===== src/hdl/lsts_pkg.sv =====
// ----------------------------------------------------------------------------
// lsts_pkg
// Shared types and constants of the lazy segment tree block: request and
// result items, datapath operations, controller/datapath command and status.
// ----------------------------------------------------------------------------
package lsts_pkg;

  localparam int POS_W         = 11;
  localparam int DATA_W        = 32;
  localparam int LEAVES_DEF    = 1024;
  localparam int SUM_WIDTH_DEF = 32;

  localparam logic CMD_ADD   = 1'b0;
  localparam logic CMD_QUERY = 1'b1;

  typedef struct packed {
    logic                     cmd;
    logic        [POS_W-1:0]  range_low;
    logic        [POS_W-1:0]  range_high;
    logic signed [DATA_W-1:0] delta;
  } in_item_t;

  typedef struct packed {
    logic signed [DATA_W-1:0] range_sum;
    logic                     range_error;
  } out_item_t;

  typedef enum logic [3:0] {
    OP_NONE,
    OP_CLEAR,
    OP_LOAD,
    OP_VISIT,
    OP_NODE,
    OP_PUSH1,
    OP_PUSH2,
    OP_PUSH3,
    OP_DESC,
    OP_RET,
    OP_PULL1,
    OP_PULL2,
    OP_PULL3,
    OP_DONE
  } dp_op_t;

  typedef struct packed {
    dp_op_t op;
    logic   cfg_we;
  } ctrl_cmd_t;

  typedef struct packed {
    logic clear_last;
    logic in_bad;
    logic in_add;
    logic full;
    logic tag_zero;
    logic sp_zero;
    logic top_two;
    logic is_add;
    logic out_free;
  } dp_sts_t;

endpackage


===== src/hdl/lsts_ctrl.sv =====
// ----------------------------------------------------------------------------
// lsts_ctrl
// Sequencer of the tree walk: clear pass, request intake, node visit, tag
// push, descent, return with sum pull, and result hand-off.
// ----------------------------------------------------------------------------
module lsts_ctrl
  import lsts_pkg::*;
(
  input  logic      clk,
  input  logic      rst_n,
  input  logic      in_valid,
  input  logic      cfg_valid,
  input  dp_sts_t   sts,
  output ctrl_cmd_t cmd,
  output logic      in_stall,
  output logic      cfg_ready
);

  typedef enum logic [12:0] {
    ST_CLEAR = 13'b0000000000001,
    ST_IDLE  = 13'b0000000000010,
    ST_VISIT = 13'b0000000000100,
    ST_NODE  = 13'b0000000001000,
    ST_PUSH1 = 13'b0000000010000,
    ST_PUSH2 = 13'b0000000100000,
    ST_PUSH3 = 13'b0000001000000,
    ST_DESC  = 13'b0000010000000,
    ST_RET   = 13'b0000100000000,
    ST_PULL1 = 13'b0001000000000,
    ST_PULL2 = 13'b0010000000000,
    ST_PULL3 = 13'b0100000000000,
    ST_DONE  = 13'b1000000000000
  } state_t;

  state_t state_r, state_nxt;

  always_comb begin
    state_nxt  = state_r;
    cmd.op     = OP_NONE;
    cmd.cfg_we = 1'b0;
    case (state_r)
      ST_CLEAR: begin
        cmd.op = OP_CLEAR;
        if (sts.clear_last) begin
          state_nxt = ST_IDLE;
        end
      end
      ST_IDLE: begin
        cmd.cfg_we = cfg_valid;
        if (in_valid) begin
          cmd.op = OP_LOAD;
          if (!sts.in_bad) begin
            state_nxt = ST_VISIT;
          end else if (!sts.in_add) begin
            state_nxt = ST_DONE;
          end
        end
      end
      ST_VISIT: begin
        cmd.op    = OP_VISIT;
        state_nxt = ST_NODE;
      end
      ST_NODE: begin
        cmd.op = OP_NODE;
        if (sts.full) begin
          state_nxt = ST_RET;
        end else if (sts.tag_zero) begin
          state_nxt = ST_DESC;
        end else begin
          state_nxt = ST_PUSH1;
        end
      end
      ST_PUSH1: begin
        cmd.op    = OP_PUSH1;
        state_nxt = ST_PUSH2;
      end
      ST_PUSH2: begin
        cmd.op    = OP_PUSH2;
        state_nxt = ST_PUSH3;
      end
      ST_PUSH3: begin
        cmd.op    = OP_PUSH3;
        state_nxt = ST_DESC;
      end
      ST_DESC: begin
        cmd.op    = OP_DESC;
        state_nxt = ST_VISIT;
      end
      ST_RET: begin
        cmd.op = OP_RET;
        if (sts.sp_zero) begin
          state_nxt = sts.is_add ? ST_IDLE : ST_DONE;
        end else if (sts.top_two) begin
          state_nxt = ST_VISIT;
        end else if (sts.is_add) begin
          state_nxt = ST_PULL1;
        end
      end
      ST_PULL1: begin
        cmd.op    = OP_PULL1;
        state_nxt = ST_PULL2;
      end
      ST_PULL2: begin
        cmd.op    = OP_PULL2;
        state_nxt = ST_PULL3;
      end
      ST_PULL3: begin
        cmd.op    = OP_PULL3;
        state_nxt = ST_RET;
      end
      ST_DONE: begin
        cmd.op = OP_DONE;
        if (sts.out_free) begin
          state_nxt = ST_IDLE;
        end
      end
      default: begin
        state_nxt = ST_CLEAR;
      end
    endcase
  end

  always_ff @(posedge clk) begin
    if (!rst_n) begin
      state_r <= ST_CLEAR;
    end else begin
      state_r <= state_nxt;
    end
  end

  assign in_stall  = (state_r != ST_IDLE);
  assign cfg_ready = (state_r == ST_IDLE);

`ifndef SYNTHESIS
  a_clear_exit: assert property (@(posedge clk) disable iff (!rst_n)
    state_r == ST_CLEAR |=> state_r == ST_CLEAR || state_r == ST_IDLE)
    else $error("clear pass left to a state other than idle");
  a_onehot: assert property (@(posedge clk) disable iff (!rst_n)
    $onehot(state_r))
    else $error("controller state not one-hot");
  a_cfg_idle: assert property (@(posedge clk) disable iff (!rst_n)
    cfg_ready |-> !in_stall)
    else $error("size write open outside idle");
`endif

endmodule


===== config.mk =====
export PLATFORM = sky130hd
export DESIGN_NAME = lsts_ctrl
export DESIGN_NICKNAME = d
export VERILOG_FILES = /design/src/hdl/lsts_pkg.sv /design/src/hdl/lsts_ctrl.sv
export SDC_FILE = /design/constraint.sdc
export NUM_CORES = 1
export LEC_CHECK = 0
export ABC_AREA = 1
export BUFFER_PORTS_ARGS = -buffer_cell sky130_fd_sc_hd__buf_2
export CORE_MARGIN = 8
export CORE_UTILIZATION = 45
export DETAILED_ROUTE_END_ITERATION = 8
export PLACE_DENSITY = 0.67
export RECOVER_POWER = 50
export SLEW_MARGIN = 20
export SYNTH_ARGS = -nofsm -noshare
export SYNTH_HDL_FRONTEND = slang
export SYNTH_SLANG_ARGS = --single-unit

===== constraint.sdc =====
create_clock -name clk -period 1.4 [get_ports clk]
set_input_delay 0 -clock clk [delete_from_list [all_inputs] [get_ports clk]]
set_output_delay 0 -clock clk [all_outputs]
set_load 0.02 [all_outputs]

==> impl_results.md <==
* Status: complete, but fails checks
* Violated checks: setup timing
* Full die area at 4131 sq um
* Critical path class: flop to output port
* Commonest cells post-synth: 31 x nand2_1, 27 x inv_1, 25 x nor2_1
* Final setup fails at 18
* Nature of the critical path startpoint: flop
* CTS tree: built
* Routed wire length at 3001 microns
* Initial Utilization at 47.40%
* # diodes at 0
* Placed cell count at 207
* CTS clk-pin slew, worst paths at 0.08 ns
* Post-synth EDFFs at 0
* Biggest regs: state_r x13
* Reg2reg end: state_r[11]
* Iteration-0 DRC count of the detailed router at 22
* Root Buffer: clkbuf_4
* Hold violation count in the final report at 0
* Worst path arrival time at 1.55 ns
* # IOs at 20
* Pwr Density at 1296 nW/um^2
* Clock tree sinks at 13
* Max FFs per register at 13
* Distinct cells, synth at 25
* Via count at 1150
* Max Fanout on Critical Path at 7
* GRT Util Overall at 14.83%
* Reg2reg start: state_r[10]
* DRC viols at 0
* WL/cell at 13.10 microns
* Max Buffers Root-to-Sink at 2
* H-tree Lvls at 1
* Post-synthesis register bit count at 13
* Final period util at 110.6%
* Post-synthesis sequential area ratio at 24.82%
* Tot Pwr at 2.037 mW
* Synth top area share at 24.82%
* Slew headroom at 77.31%
* Final Max Slew Viols at 0
* Layout Skew at 0.007111 ns
* Vias in the first global route at 1128
* Port bufs at 19
* Worst reg2reg setup slack at -0.11 ns
* Cell count after synthesis at 159
* Grt ovf at 0
* WHS Path Cells at 4
* Hold EP: state_r[0]
* Global-route wire length before repair at 4981 microns
* Largest net degree at the start of global routing at 14
* WP data required at 1.40 ns
* Cell taking the most area after synthesis: dfxtp_1
* Detail Route Antenna Nets at 0
* Peak supply drop at 1.033 mV
* RSZ-0062 raised after global routing: yes
* Worst reg2reg path depth at 10
* Fmax at 645.7 MHz
* Crit. End Element: output port
* Fin nets at 215
* Worst-margin pin slew at 0.3404 ns
* Post-route cell area at 1572 sq um
* Yosys warns at 0
* Biggest register: state_r
* Primary FF master, synth: dfxtp_1
* Area of the mapped netlist at 1049 sq um
* Pleak at 0.8103 nW
* Leading post-synthesis cells by cell area: dfxtp_1 25%, nand2_1 11%, inv_1 9.7%, nor2_1 8.9%, nand3_1 6.7%
* Synthesized Nets at 172
* Layout area overhead at 49.88%
* Share of cells above drive strength 1 at 54.73%
* Die Width at 64.27 microns
* Top-count cell post-synth: nand2_1
* Maxcap violations at 0
* Fillers at 174
* Placeable Area at 2212 sq um
* DP Area at 1189 sq um
* Hold Crit Start: sts[8]
* Mapped Avg Cell Area at 6.594 sq um
* Die height at 64.27 microns
* Fin crit period at 1.549 ns
* Clock latency on the worst-skew pair at 0.29 ns
* Post-synth ARST share at 0%
* Vias/cell at 5.022
* Antenna violations before repair at 0
* Row count at 17
* DP HPWL at 2025 microns
* Final non-filler cell total at 229
* Clock buffer count from CTS at 3
* Number of iterations in the first detailed-routing pass at 4
* Hold crit path type: input pin to flop
* Setup ws final at -0.1488 ns
* Routability cong. at 0.8616
## area by class of cell
class,instances,area [sq um],share of cell area (%)
inverters,31,126.4,8.041
clock buffers,4,26.28,1.672
flip-flops and latches,13,279.0,17.75
multi-input cells,115,817.0,51.99
well taps,28,35.03,2.229
repair inverters,1,11.26,0.7166
repair buffers,37,276.5,17.60
## stage by stage
step	TNS, ns	hold slack [ns]	worst slack [ns]	util, %
2_1_floorplan	0	0.1194	0.06919	-
3_5_place_dp	-0.2658	0.2840	-0.04696	53.73
4_1_cts	-1.407	0.01158	-0.1437	66.40
3_3_place_gp	-0.09826	0.2792	-0.01939	53.73
6_report	-1.555	0.009811	-0.1488	71.04
5_1_grt	-3.454	0.02705	-0.2320	71.04
## cell families after synthesis
logic type             synth area share [%]
AOI/OAI and AO/OA                     3.818
DFF                                   24.82
and+or+nand+nor                       59.55
buffers and inverters                 11.81
## cell usage in the layout, fill, tap and decap left out
master and count:
inv_1 22, nand2_1 20, inv_8 2, inv_4 1
o31ai_1 2, nor3_1 2, dfxtp_4 1, clkbuf_1 1
nor2_4 11, buf_2 12, inv_2 7, nand3b_1 4
dfxtp_2 12, o21ai_0 1, and3_1 1, nand2_2 13
nand4_1 5, nor2_8 2, buf_4 16, nor3_4 2
nor2_2 5, nand2_8 1, clkbuf_4 3, a21oi_2 1
nand3_1 7, dlygate4sd3_1 4, nand3_2 7, nor3_2 2
o211ai_1 1, nand2_4 5, buf_6 5, a21o_1 1
nand3_4 2, nor2_1 20
## per-layer routing
metal,global-route usage (%),share of wire (%),vias up
li1,-,-,583
met1,16.20,41,533
met2,25.84,52,28
met3,4.181,4.5,6
met4,6.812,1.6,0
met5,0,0,-
## what timing repair did
action	in CTS	in global routing
gates resized for setup	51	20
setup endpoints to repair	17	20
hold endpoints to repair	1	1
gates cloned	2	0
hold buffers	2	2
pin swaps	14	11
buffers inserted	10	3
## worst max-delay path by stage
stage | end | cells past startpoint | from | slack [ns]
floorplan | state_r[12] | 9 | state_r[4] | 0.07
global placement | state_r[3] | 10 | state_r[0] | -0.02
detailed placement | state_r[11] | 10 | state_r[0] | -0.05
CTS | cmd[3] | 6 | state_r[3] | -0.14
global route | cmd[3] | 6 | state_r[10] | -0.23
finish | cmd[2] | 8 | state_r[10] | -0.15
## worst max-delay path: stages, from the launching register on
cell and delay [ns]:
dfxtp_4 0.35, nor2_4 0.18, nand2_4 0.10, nor2_8 0.17
nand2_4 0.11, inv_4 0.08, a21oi_2 0.05, nand3_1 0.09
buf_6 0.13
## power breakdown
part	switching, mW	leakage [nW]	internal, mW
logic	0.858	0.684	0.465
registers	0.0532	0.111	0.423
clock network	0.127	0.0150	0.111
Power figures use the tool's default switching activity.
